**src/sv/allan_deviation_estimator_top_assert.svh**
```systemverilog
// Assertion macros shared by the estimator modules.
`ifndef ALLAN_DEVIATION_ESTIMATOR_TOP_ASSERT_SVH
`define ALLAN_DEVIATION_ESTIMATOR_TOP_ASSERT_SVH

`ifndef SYNTHESIS
`define ADE_ASSERT(name, prop) \
    name: assert property (@(posedge clk) disable iff (!rst_n) prop) \
        else $error("ade check failed");
`define ADE_ASSERT_NEXT(name, ante, cons) \
    name: assert property (@(posedge clk) disable iff (!rst_n) (ante) |=> (cons)) \
        else $error("ade check failed");
`else
`define ADE_ASSERT(name, prop)
`define ADE_ASSERT_NEXT(name, ante, cons)
`endif

`endif

```
**src/sv/ade_pkg.sv**
```systemverilog
package ade_pkg;

    localparam int MAX_FACTOR  = 1024;
    localparam int MAX_SAMPLES = 1048576;
    localparam int PH_DEPTH    = 2 * MAX_FACTOR;
    localparam int PH_AW       = $clog2(PH_DEPTH);
    localparam int DF_AW       = $clog2(MAX_FACTOR);
    localparam int FIFO_DEPTH  = 4;
    localparam int FIFO_AW     = $clog2(FIFO_DEPTH);

    localparam logic [19:0] MUL_1E6     = 20'd1000000;
    localparam int          MUL_STEPS   = 32;
    localparam int          DIV_STEPS   = 256;
    localparam int          SQRT_STEPS  = 128;

    localparam logic [1:0] REG_MODE   = 2'd0;
    localparam logic [1:0] REG_FACTOR = 2'd1;
    localparam logic [1:0] REG_TAU    = 2'd2;
    localparam logic [1:0] REG_LIMIT  = 2'd3;

    localparam logic [1:0] ST_OK     = 2'd0;
    localparam logic [1:0] ST_CONFIG = 2'd1;
    localparam logic [1:0] ST_FEW    = 2'd2;
    localparam logic [1:0] ST_RANGE  = 2'd3;

    typedef struct packed {
        logic signed [47:0] phase_ps;
        logic               last_sample;
    } ade_in_t;

    typedef struct packed {
        logic [63:0] deviation_fs;
        logic [1:0]  status;
        logic [20:0] term_count;
    } ade_out_t;

    typedef struct packed {
        logic        mode;
        logic [10:0] factor;
        logic [31:0] tau;
        logic [46:0] limit;
    } ade_cfg_t;

    typedef struct packed {
        logic [47:0]      x;
        logic             last;
        logic             active;
        logic             do_diff;
        logic             win_sub;
        logic             win_sq;
        logic [PH_AW-1:0] addr_m;
        logic [PH_AW-1:0] addr_2m;
        logic [PH_AW-1:0] addr_wr;
        logic [DF_AW-1:0] dslot;
        logic [DF_AW-1:0] dold;
        logic [20:0]      n;
        logic             range_err;
    } ade_entry_t;

endpackage

```
**src/sv/ade_fifo.sv**
```systemverilog
`include "allan_deviation_estimator_top_assert.svh"
module ade_fifo
    import ade_pkg::*;
(
    input  logic       clk,
    input  logic       rst_n,
    input  logic       push_valid,
    output logic       push_stall,
    input  ade_entry_t push_data,
    output logic       pop_valid,
    input  logic       pop_stall,
    output ade_entry_t pop_data
);

    ade_entry_t         mem_reg [FIFO_DEPTH];
    logic [FIFO_AW-1:0] wr_ptr_reg;
    logic [FIFO_AW-1:0] rd_ptr_reg;
    logic [FIFO_AW:0]   count_reg;
    logic               push;
    logic               pop;

    assign push_stall = (count_reg == (FIFO_AW + 1)'(FIFO_DEPTH));
    assign pop_valid  = (count_reg != '0);
    assign push       = push_valid && !push_stall;
    assign pop        = pop_valid && !pop_stall;
    assign pop_data   = mem_reg[rd_ptr_reg];

    always_ff @(posedge clk or negedge rst_n)
    begin
        if (!rst_n)
        begin
            wr_ptr_reg <= '0;
            rd_ptr_reg <= '0;
            count_reg  <= '0;
        end
        else
        begin
            if (push)
                wr_ptr_reg <= wr_ptr_reg + 1'b1;
            if (pop)
                rd_ptr_reg <= rd_ptr_reg + 1'b1;
            if (push && !pop)
                count_reg <= count_reg + 1'b1;
            else if (pop && !push)
                count_reg <= count_reg - 1'b1;
        end
    end

    always_ff @(posedge clk)
    begin
        if (push)
            mem_reg[wr_ptr_reg] <= push_data;
    end

    `ADE_ASSERT_NEXT(a_fifo_fill, push && !pop, count_reg == $past(count_reg) + 1'b1)
    `ADE_ASSERT_NEXT(a_fifo_drain, pop && !push, count_reg == $past(count_reg) - 1'b1)

endmodule

```
**config.mk**
```make
export PLATFORM = sky130hd
export DESIGN_NAME = ade_fifo
export DESIGN_NICKNAME = d
export VERILOG_FILES = /design/src/sv/ade_pkg.sv /design/src/sv/ade_fifo.sv
export VERILOG_INCLUDE_DIRS = /design/src /design/src/sv
export SDC_FILE = /design/constraint.sdc
export NUM_CORES = 1
export LEC_CHECK = 0
export BUFFER_PORTS_ARGS = -buffer_cell sky130_fd_sc_hd__buf_2
export CORE_ASPECT_RATIO = 1.25
export CORE_UTILIZATION = 45
export CTS_CLUSTER_SIZE = 24
export DETAILED_ROUTE_END_ITERATION = 12
export PLACE_DENSITY_LB_ADDON = 0.05
export SETUP_SLACK_MARGIN = 0.4
export SYNTH_ARGS = -nofsm -noshare
export SYNTH_HDL_FRONTEND = slang
export SYNTH_SLANG_ARGS = --single-unit
```
**constraint.sdc**
```tcl
create_clock -name clk -period 12.4 [get_ports clk]
set_input_delay 0 -clock clk [delete_from_list [all_inputs] [get_ports clk]]
set_output_delay 0 -clock clk [all_outputs]
set_load 0.01 [all_outputs]
```
==> flow_summary_export.csv <==
group,metric,value,unit
global_route,grt_pass1_vias,9784,
die,start_util,45.8,%
timing,fmax,0.297,GHz
pwr,irDropWorstVdd,0.136,mV
route,drt_iter0_drc,491,
worst_hold_path,hp-class,"input pin to flop",
cts,numCtsBuffers,50,
die,die_y,231,um
timing,finalSetupViolCount,0,
synth,async_flop_share,1.35,%
worst_setup_path,path_cells,"nor3b_2 > nor2b_1 > and2_4 > buf_4",
worst_setup_path,cp_top_family,"simple AND/OR/NAND/NOR gates",
worst_setup_path,cp_max_fo,70,
worst_setup_path,slowest_delay,0.90,ns
synth,syn-instance-count,705,
worst_setup_path,cp_num_cells,4,
route,wirelength,37600,um
synth,synth_largest_area_cell,"edfxtp_1",
timing,period_share,27.2,%
synth,synthTopCellsByCount,"512 x edfxtp_1, 128 x mux4_2, 16 x buf_2",
die,core-area,41200,sq um
placement,place_inst,1495,
synth,yosysWarnings,0,
synth,synth_cell_type_count,22,
cts,clock_sinks,519,
route,dr.pass1.iters,6,
synth,synth.top_cell.area_share,81.4,%
final_layout,drive_above_1_share,41.3,%
synth,syn_area,18900,sq um
final_layout,fin_nets,1265,
synth,synth-edff-count,512,
synth,synth.most_common_cell,"edfxtp_1",
route,antenna_left,0,
global_route,antenna_found_initial,1,
timing,final.setup.worst_slack,9.03,ns
route,num_vias,8814,
placement,hpwl,22400,um
cts,clock_latency,0.56,ns
worst_setup_path,critPathLaunchType,"flop",
placement,gp_congestion,0.713,
synth,synth_nets,843,
worst_setup_path,path_buf_inv,1,
global_route,overflow,0,
pwr,total_power,5.54,mW
die,die_x,185,um
die,dieArea,42800,sq um
timing,clock_skew,0.0101,ns
global_route,grt_max_degree,71,
timing,slew_viol_final,0,
worst_setup_path,worst_path_max_delay_cell,"buf_4",
timing,period_minus_slack,3.37,ns
die,io_pins,262,
worst_setup_path,criticalPathCategory,"flop to flop",
worst_hold_path,whs_path_depth,2,
cts,cts_root_buf,"clkbuf_16",
worst_setup_path,worstPathArrival,3.54,ns
synth,yosysSeqAreaShare,82.3,%
die,rows,83,
global_route,grt_use_total,18.1,%
route,drc,0,
final_layout,final_cells,1722,
worst_setup_path,worst_setup_path_end_kind,"flop",
route,vias_per_cell,5.12,
pwr,power_leakage,8.15,nW
cts,tritoncts,"built",
synth,avgSynthCellArea,26.8,sq um
worst_setup_path,cp.required,12.57,ns
synth,synth_seq_cells,519,
final_layout,largest_reg_flops,512,
global_route,grt_pass1_wl,57000,um
timing,relSlewSlack,27.1,%
timing,tns,0,ns
worst_setup_path,r2r.worst_path.cells,4,
cts,clk_path_buf_depth,3,
timing,worst_slew_pin_slew,1.09,ns
placement,portBuffers,261,
job,maxCapViolations,0,
timing,hold_viol_final,0,
synth,synth_flop_cell,"edfxtp_1",
placement,pre_cts_ws,8.99,ns
cts,cts_resized,0,
run_status,status,"finished, final reports clean",
cts,path_clk_slew,0.06,ns
cts,htreeDepth,2,
timing,rsz0062_at_grt,"no",
final_layout,areaGrowthSynthToFinish,25.8,%
worst_setup_path,r2r_slack,9.03,ns
route,wl_per_cell,21.8,um
synth,yosys-top-cells-area,"edfxtp_1 81%, mux4_2 15%, dfrtp_1 0.93%, buf_6 0.60%, buf_2 0.42%",
pwr,p_per_area,233,nW/um^2
-- cell usage in the layout (no fill, tap or decap), types with 2 or more instances in the layout --
cell           synthesis  routed
edfxtp_1             512     512
clkbuf_16              0      53
clkbuf_1               2       3
dfrtp_1                7       5
xor2_1                 3       3
and2_4                 0       4
inv_1                  4       4
clkinv_1               0      13
xnor2_1                3       3
ha_1                   5       5
mux4_2               128     128
clkinv_2               0      13
buf_4                  1       7
dfrtp_4                0       2
bufinv_16              0       7
dlygate4sd3_1          0     132
clkinvlp_4             0       4
buf_2                 16     261
-- report_power, final --
part | total [mW] | switching, mW | internal (mW)
Sequential | 2.49 | 0.168 | 2.32
Clock | 1.55 | 0.626 | 0.920
Combinational | 1.50 | 0.795 | 0.704
Total | 5.54 | 1.59 | 3.95
-- cell families (layout without fill, tap and decap cells) --
family,after synthesis,after routing,share of synthesized area [%]
adder cells (fa/ha/maj),6,6,0.437
other,0,1,0
flip-flops,519,519,82.3
buffers and inverters,34,498,1.26
AND/OR/NAND/NOR,10,10,0.351
multiplexers,130,130,15.4
XOR/XNOR,6,6,0.278
-- worst register-to-register path: cells and delay by family, from the launching register on --
kind	cells	cell delay, ns
AND/OR/NAND/NOR	3	1.49
buffers and inverters	1	0.97
flip-flops	1	0.40
-- timing repair --
item,in CTS,in global routing
buffers inserted,0,0
endpoints found under the hold margin,525,0
hold buffers,132,0
-- path summary, 6_finish.rpt --
path,from,end
setup / recovery,count_reg[2]$_DFFE_PN0P_,mem_reg[1][117]$_DFFE_PP_
hold / removal,push_data[95],mem_reg[1][95]$_DFFE_PP_
setup reg to reg,count_reg[2]$_DFFE_PN0P_,mem_reg[1][117]$_DFFE_PP_
hold reg to reg,count_reg[2]$_DFFE_PN0P_,count_reg[2]$_DFFE_PN0P_
max in group asynchronous,rst_n,rd_ptr_reg[0]$_DFFE_PN0P_
min in group asynchronous,rst_n,rd_ptr_reg[1]$_DFFE_PN0P_
-- final cells by class --
cell class,count,area [sq um]
flip-flops and latches,519,15600
multi-input cells,152,3120
diodes,1,2.50
inverters,4,15.0
repair buffers,400,2680
fillers,3052,17500
well taps,552,691
clock buffers,56,1340
clock inverters,38,363
-- through the flow --
stage / util [%] / area [sq um] / hold WS (ns)
finish: 57.6 / 23800 / 0.185
global placement: 50.3 / 20700 / -0.164
floorplan: - / 18900 / -0.296
detailed placement: 50.3 / 20700 / -0.160
CTS: 57.6 / 23800 / 0.149
global route: 57.6 / 23800 / 0.168
-- layer usage --
layer	track usage, %	up-vias	wire [um]
met4	5.11	0	765
met2	31.6	248	19700
met5	0	-	0
met3	4.40	59	2540
li1	-	3902	-
met1	22.2	4605	14500
Power figures use the tool's default switching activity.
