File: src/sv/allan_deviation_estimator_top_assert.svh
// Assertion macros shared by the estimator modules.
`ifndef ALLAN_DEVIATION_ESTIMATOR_TOP_ASSERT_SVH
`define ALLAN_DEVIATION_ESTIMATOR_TOP_ASSERT_SVH

`ifndef SYNTHESIS
`define ADE_ASSERT(name, prop) \
    name: assert property (@(posedge clk) disable iff (!rst_n) prop) \
        else $error("ade check failed");
`define ADE_ASSERT_NEXT(name, ante, cons) \
    name: assert property (@(posedge clk) disable iff (!rst_n) (ante) |=> (cons)) \
        else $error("ade check failed");
`else
`define ADE_ASSERT(name, prop)
`define ADE_ASSERT_NEXT(name, ante, cons)
`endif

`endif

File: src/sv/ade_pkg.sv
package ade_pkg;

    localparam int MAX_FACTOR  = 1024;
    localparam int MAX_SAMPLES = 1048576;
    localparam int PH_DEPTH    = 2 * MAX_FACTOR;
    localparam int PH_AW       = $clog2(PH_DEPTH);
    localparam int DF_AW       = $clog2(MAX_FACTOR);
    localparam int FIFO_DEPTH  = 4;
    localparam int FIFO_AW     = $clog2(FIFO_DEPTH);

    localparam logic [19:0] MUL_1E6     = 20'd1000000;
    localparam int          MUL_STEPS   = 32;
    localparam int          DIV_STEPS   = 256;
    localparam int          SQRT_STEPS  = 128;

    localparam logic [1:0] REG_MODE   = 2'd0;
    localparam logic [1:0] REG_FACTOR = 2'd1;
    localparam logic [1:0] REG_TAU    = 2'd2;
    localparam logic [1:0] REG_LIMIT  = 2'd3;

    localparam logic [1:0] ST_OK     = 2'd0;
    localparam logic [1:0] ST_CONFIG = 2'd1;
    localparam logic [1:0] ST_FEW    = 2'd2;
    localparam logic [1:0] ST_RANGE  = 2'd3;

    typedef struct packed {
        logic signed [47:0] phase_ps;
        logic               last_sample;
    } ade_in_t;

    typedef struct packed {
        logic [63:0] deviation_fs;
        logic [1:0]  status;
        logic [20:0] term_count;
    } ade_out_t;

    typedef struct packed {
        logic        mode;
        logic [10:0] factor;
        logic [31:0] tau;
        logic [46:0] limit;
    } ade_cfg_t;

    typedef struct packed {
        logic [47:0]      x;
        logic             last;
        logic             active;
        logic             do_diff;
        logic             win_sub;
        logic             win_sq;
        logic [PH_AW-1:0] addr_m;
        logic [PH_AW-1:0] addr_2m;
        logic [PH_AW-1:0] addr_wr;
        logic [DF_AW-1:0] dslot;
        logic [DF_AW-1:0] dold;
        logic [20:0]      n;
        logic             range_err;
    } ade_entry_t;

endpackage

File: src/sv/ade_front.sv
`include "allan_deviation_estimator_top_assert.svh"
module ade_front
    import ade_pkg::*;
(
    input  logic        clk,
    input  logic        rst_n,
    input  logic        in_valid,
    output logic        in_stall,
    input  ade_in_t     in_data,
    input  logic        cfg_wr_en,
    input  logic [1:0]  cfg_index,
    input  logic [46:0] cfg_data,
    output ade_cfg_t    cfg,
    output logic        rec_clear,
    output logic        push_valid,
    input  logic        push_stall,
    output ade_entry_t  push_data
);

    ade_cfg_t    cfg_reg;
    logic [20:0] count_reg;
    logic        range_reg;

    logic [47:0] x;
    logic [47:0] mag;
    logic        over;
    logic        active;
    logic        m_ok;
    logic [19:0] k;
    logic [19:0] m20;
    logic [19:0] two_m;
    logic [19:0] km;
    logic [19:0] t;
    logic [19:0] tm;
    logic [20:0] n;
    logic        range_now;
    logic        accept;

    assign cfg       = cfg_reg;
    assign rec_clear = cfg_wr_en;
    assign in_stall  = push_stall;
    assign push_valid = in_valid;
    assign accept    = in_valid && !push_stall;

    assign x      = in_data.phase_ps;
    assign mag    = x[47] ? (48'd0 - x) : x;
    assign over   = mag > {1'b0, cfg_reg.limit};
    assign active = count_reg < 21'(MAX_SAMPLES);
    assign m_ok   = (cfg_reg.factor != '0) && (cfg_reg.factor <= 11'(MAX_FACTOR));
    assign k      = count_reg[19:0];
    assign m20    = 20'(cfg_reg.factor);
    assign two_m  = 20'({cfg_reg.factor, 1'b0});
    assign km     = k - m20;
    assign t      = k - two_m;
    assign tm     = t - m20;
    assign n      = active ? count_reg + 1'b1 : count_reg;
    assign range_now = range_reg || (active && over);

    always_comb
    begin
        push_data           = '0;
        push_data.x         = x;
        push_data.last      = in_data.last_sample;
        push_data.active    = active;
        push_data.do_diff   = active && m_ok && (21'(k) >= 21'(two_m));
        push_data.win_sub   = t >= m20;
        push_data.win_sq    = (21'(t) + 21'd1) >= 21'(m20);
        push_data.addr_m    = km[PH_AW-1:0];
        push_data.addr_2m   = t[PH_AW-1:0];
        push_data.addr_wr   = k[PH_AW-1:0];
        push_data.dslot     = t[DF_AW-1:0];
        push_data.dold      = tm[DF_AW-1:0];
        push_data.n         = n;
        push_data.range_err = range_now;
    end

    always_ff @(posedge clk or negedge rst_n)
    begin
        if (!rst_n)
        begin
            cfg_reg.mode   <= 1'b0;
            cfg_reg.factor <= 11'd1;
            cfg_reg.tau    <= 32'd1000000000;
            cfg_reg.limit  <= 47'd2000000000000;
            count_reg      <= '0;
            range_reg      <= 1'b0;
        end
        else if (cfg_wr_en)
        begin
            case (cfg_index)
                REG_MODE:   cfg_reg.mode   <= cfg_data[0];
                REG_FACTOR: cfg_reg.factor <= cfg_data[10:0];
                REG_TAU:    cfg_reg.tau    <= cfg_data[31:0];
                REG_LIMIT:  cfg_reg.limit  <= cfg_data;
                default:    cfg_reg        <= cfg_reg;
            endcase
            count_reg <= '0;
            range_reg <= 1'b0;
        end
        else if (accept)
        begin
            if (in_data.last_sample)
            begin
                count_reg <= '0;
                range_reg <= 1'b0;
            end
            else
            begin
                count_reg <= n;
                range_reg <= range_now;
            end
        end
    end

    `ADE_ASSERT(a_count_max, count_reg <= 21'(MAX_SAMPLES))

endmodule

File: config.mk
export PLATFORM = sky130hd
export DESIGN_NAME = ade_front
export DESIGN_NICKNAME = d
export VERILOG_FILES = /design/src/sv/ade_pkg.sv /design/src/sv/ade_front.sv
export VERILOG_INCLUDE_DIRS = /design/src /design/src/sv
export SDC_FILE = /design/constraint.sdc
export NUM_CORES = 1
export LEC_CHECK = 0
export ABC_AREA = 1
export BUFFER_PORTS_ARGS = -buffer_cell sky130_fd_sc_hd__buf_2
export CAP_MARGIN = 40
export CORE_ASPECT_RATIO = 0.8
export CORE_MARGIN = 2
export CORE_UTILIZATION = 35
export DETAILED_ROUTE_END_ITERATION = 12
export PLACE_DENSITY = 0.61
export SYNTH_ARGS = -nofsm -noshare
export SYNTH_HDL_FRONTEND = slang
export SYNTH_SLANG_ARGS = --single-unit
File: constraint.sdc
create_clock -name clk -period 7.9 [get_ports clk]
set_input_delay 0.395 -clock clk [delete_from_list [all_inputs] [get_ports clk]]
set_output_delay 0.395 -clock clk [all_outputs]
set_load 0.03 [all_outputs]
==> implementation parameters <==
Parameter                              Value

GRT
  Global-route wire length before repair    54.6 mm
  Remaining Overflow, GRT    0
  GRT Max-Usage Layer    met2
  Total global-route track usage    0.222
  Maximum number of pins on one net before global-route repair    69
  Met1 Resource Use GR    0.308
  Via count of the first global-routing pass    9945
  Number of antenna violations at the first check in global routing    1
  Global routing usage on met2    0.353
  Met3 Track Usage GR    0.0448

STA
  Final count of hold timing violations    0
  Pins over their slew limit    0
  Highest clock frequency the design can meet    222 MHz
  Unrepaired setup endpoints after global routing    false
  Final number of setup-violating endpoints    0
  Final worst slack    3400 ps
  Worst-margin pin slew    837 ps
  Final cycle utilization of the critical path    0.570
  Headroom to the max-slew limit    0.442
  Total negative slack    0 ps
  Post-route minimum period    4500 ps
  Final setup skew    8.56 ps

Worst setup path
  Critical path class    reg2out
  WP data required    7510 ps
  Startpoint Class    flop
  Biggest fanout along the worst timing path    6
  Data arrival time of the critical path    4110 ps
  CP endpoint kind    output pin

Placement
  Buffers added on ports    324
  Placed wire-length estimate    29.2 mm
  Setup slack at placement    3840 ps
  Number of cells after detailed placement    2171
  Routability congestion estimate    0.911

Clocking
  Maximum number of buffers from clock root to sink    2
  Cell at the root of the clock tree    clkbuf_16
  Post-CTS clock slew at the launch and capture registers of the worst setup and hold paths    60 ps
  Number of CTS-inserted buffers    17
  CTS H-tree depth    4
  Post-CTS Repair Setup Buffers    0
  Sink Count    113
  Hold buffer count at cts    0
  Worst-skew pair later-pin latency    420 ps
  CTS tree    done
  Post_cts resized    0

Synthesis
  Number of enable-type register cells in the synthesized netlist    0
  Sequential-to-total area share from yosys stat    0.269
  Most used flip-flop cell after synthesis    dfrtp_1
  Warning count from the yosys run    0
  Post-Synthesis Cell Area    10600 µm²
  Register bit total from synthesis    113
  Async set-or-reset flop fraction in the synthesized netlist    1.00
  Count of distinct cell types in the synthesized netlist    58
  Average cell area after synthesis    6.92 µm²
  Post-synth net total    1735
  Synthesized instance count    1537

Worst hold path
  Worst min-delay path category    in2async

Die
  Floorplan core area    30200 µm²
  Initial Util    0.353
  Total I/O pin count    325
  Total Die Area    31800 µm²
  Die span in y    160 µm
  Cell Rows    57
  Die X    199 µm

Outcome
  Result of the run    completed

Drt
  Per-cell routed wire length    16.0 µm
  Sum of routed wire length over all layers    35.2 mm
  Number of routed nets with antenna violations    0
  Via density per instance    4.83
  DRC errors left    0
  Number of DRC violations after detailed-routing iteration 0    622
  Vias post-DR    10640
  First-pass iteration count of the detailed router    5

Cells and area
  Fill cell count    3243
  Final net count    1975
  Largest register FFs    91
  Share of layout cells above drive strength 1    0.247
  Post-layout instance count excluding filler cells    2204
  Post-synthesis to final-layout area growth    20.0%

Power
  Int Pwr    1560 µW
  Part of the power in the clock network    0.281
  Power Dens Cells    223 nW/µm²
  Logic gate share of total power    0.461
  Largest vdd supply drop    0.000151 V
  Total power    2850 µW
  Leakage power    0.00704 µW
  Proportion of power drawn by flip-flops and latches    0.258
  Fraction of power spent switching nets    0.452
  Net switching power    1290 µW

Run
  Number of violations of the max-capacitance limit    0
## Yosys cell counts (8+ instances only)
master | number | area [µm²]
buf_4 | 78 | 586
nand2_1 | 321 | 1200
a21oi_1 | 70 | 350
xor2_1 | 68 | 596
dfstp_2 | 27 | 709
buf_1 | 8 | 30.0
dfrtp_1 | 86 | 2150
nor3_1 | 28 | 140
o21ai_0 | 111 | 556
nand4_1 | 24 | 150
nor2_2 | 10 | 62.6
ha_1 | 92 | 1150
inv_1 | 269 | 1010
nand2_2 | 13 | 81.3
nor4_1 | 11 | 68.8
clkbuf_1 | 18 | 67.6
nand3_1 | 70 | 350
nor2_1 | 131 | 492
o22ai_1 | 16 | 100
xnor2_1 | 17 | 149
## area by class of cell
| type | instances | area, µm² | area share |
|---|---|---|---|
| diodes | 1 | 2.50 | 0.000196 |
| clock buffers | 19 | 433 | 0.0339 |
| clock inverters | 13 | 163 | 0.0127 |
| inverters | 275 | 1030 | 0.0809 |
| multi-input cells | 1042 | 6060 | 0.474 |
| flip-flops and latches | 113 | 2860 | 0.224 |
| well taps | 413 | 517 | 0.0405 |
| repair buffers | 328 | 1700 | 0.133 |
## layer usage
metal / share of wire / vias up
met3: 0.071 / 35
met1: 0.47 / 4911
met4: 0.018 / 0
met2: 0.44 / 359
li1: - / 5335
met5: 0 / -
## per-stage QoR
| step | cell area [µm²] | util | hold slack (ps) |
|---|---|---|---|
| after floorplan | 10600 | - | 99.4 |
| after global placement | 12100 | 0.401 | 461 |
| after detailed placement | 12200 | 0.403 | 468 |
| after CTS | 12800 | 0.423 | 95.5 |
| after global routing | 12800 | 0.423 | 129 |
| final | 12800 | 0.423 | 89.6 |
## critical path, stage by stage (launching register included)
cell and delay (ps):
dfrtp_1 420, inv_1 160, ha_1 260, fa_1 420
inv_1 120, nand2_1 60, nand2_1 110, nand3_1 120
nand2_1 130, nand2_1 60, nand2_1 230, nand3_2 210
xor2_1 160, inv_1 50, ha_1 260, nand2_1 60
inv_1 40, nand3_1 70, o21ai_0 70, a21oi_1 150
nand2_1 70, nor2_1 90, nand2_1 60, nor2_1 80
nand2_1 50, buf_2 170
## power by group through the flow
stage / clock network [µW] / logic, µW / registers (µW)
2_1_floorplan: 0 / 802 / 881
3_3_place_gp: 0 / 1290 / 743
3_5_place_dp: 0 / 1310 / 743
4_1_cts: 818 / 1320 / 735
5_1_grt: 846 / 1450 / 746
6_report: 801 / 1310 / 735
## path summary, 6_finish.rpt
check	startpoint	endpoint	slack, ps	cells after the start
max	count_reg[1]	push_data[75]	3400	25
min	rst_n	cfg[43]	90	1
max reg2reg	count_reg[0]	count_reg[19]	5440	11
min reg2reg	cfg[59]	cfg[59]	480	2
max in group asynchronous	rst_n	cfg[23]	6570	2
min in group clk	cfg_data[28]	cfg[75]	200	3
## cells in the final DEF (no fill, tap or decap), types with 4 or more instances in the layout
| cell | instances |
|---|---|
| buf_2 | 323 |
| nand2_1 | 321 |
| inv_1 | 269 |
| nor2_1 | 131 |
| o21ai_0 | 111 |
| ha_1 | 92 |
| dfrtp_1 | 86 |
| a21oi_1 | 70 |
| nand3_1 | 68 |
| xor2_1 | 68 |
| nor3_1 | 28 |
| dfstp_2 | 27 |
| nand4_1 | 24 |
| xnor2_1 | 17 |
| clkbuf_16 | 17 |
| o22ai_1 | 16 |
| nand2_2 | 13 |
| nor4_1 | 11 |
| nor2_2 | 10 |
| nand3_2 | 7 |
| a31oi_1 | 6 |
| inv_2 | 5 |
| o31ai_1 | 4 |
| nor2_4 | 4 |
## cells by family (layout without fill, tap and decap cells)
kind of cell	after synthesis	count (layout)	share of synthesized area
buf+inv	382	635	0.163
xor+xnor	85	85	0.0700
simple gates	632	632	0.264
compound gates	230	230	0.120
other cells	0	1	0
fa+ha+maj	95	95	0.114
flops	113	113	0.269
No activity file was read; power rests on OpenSTA's default activity.
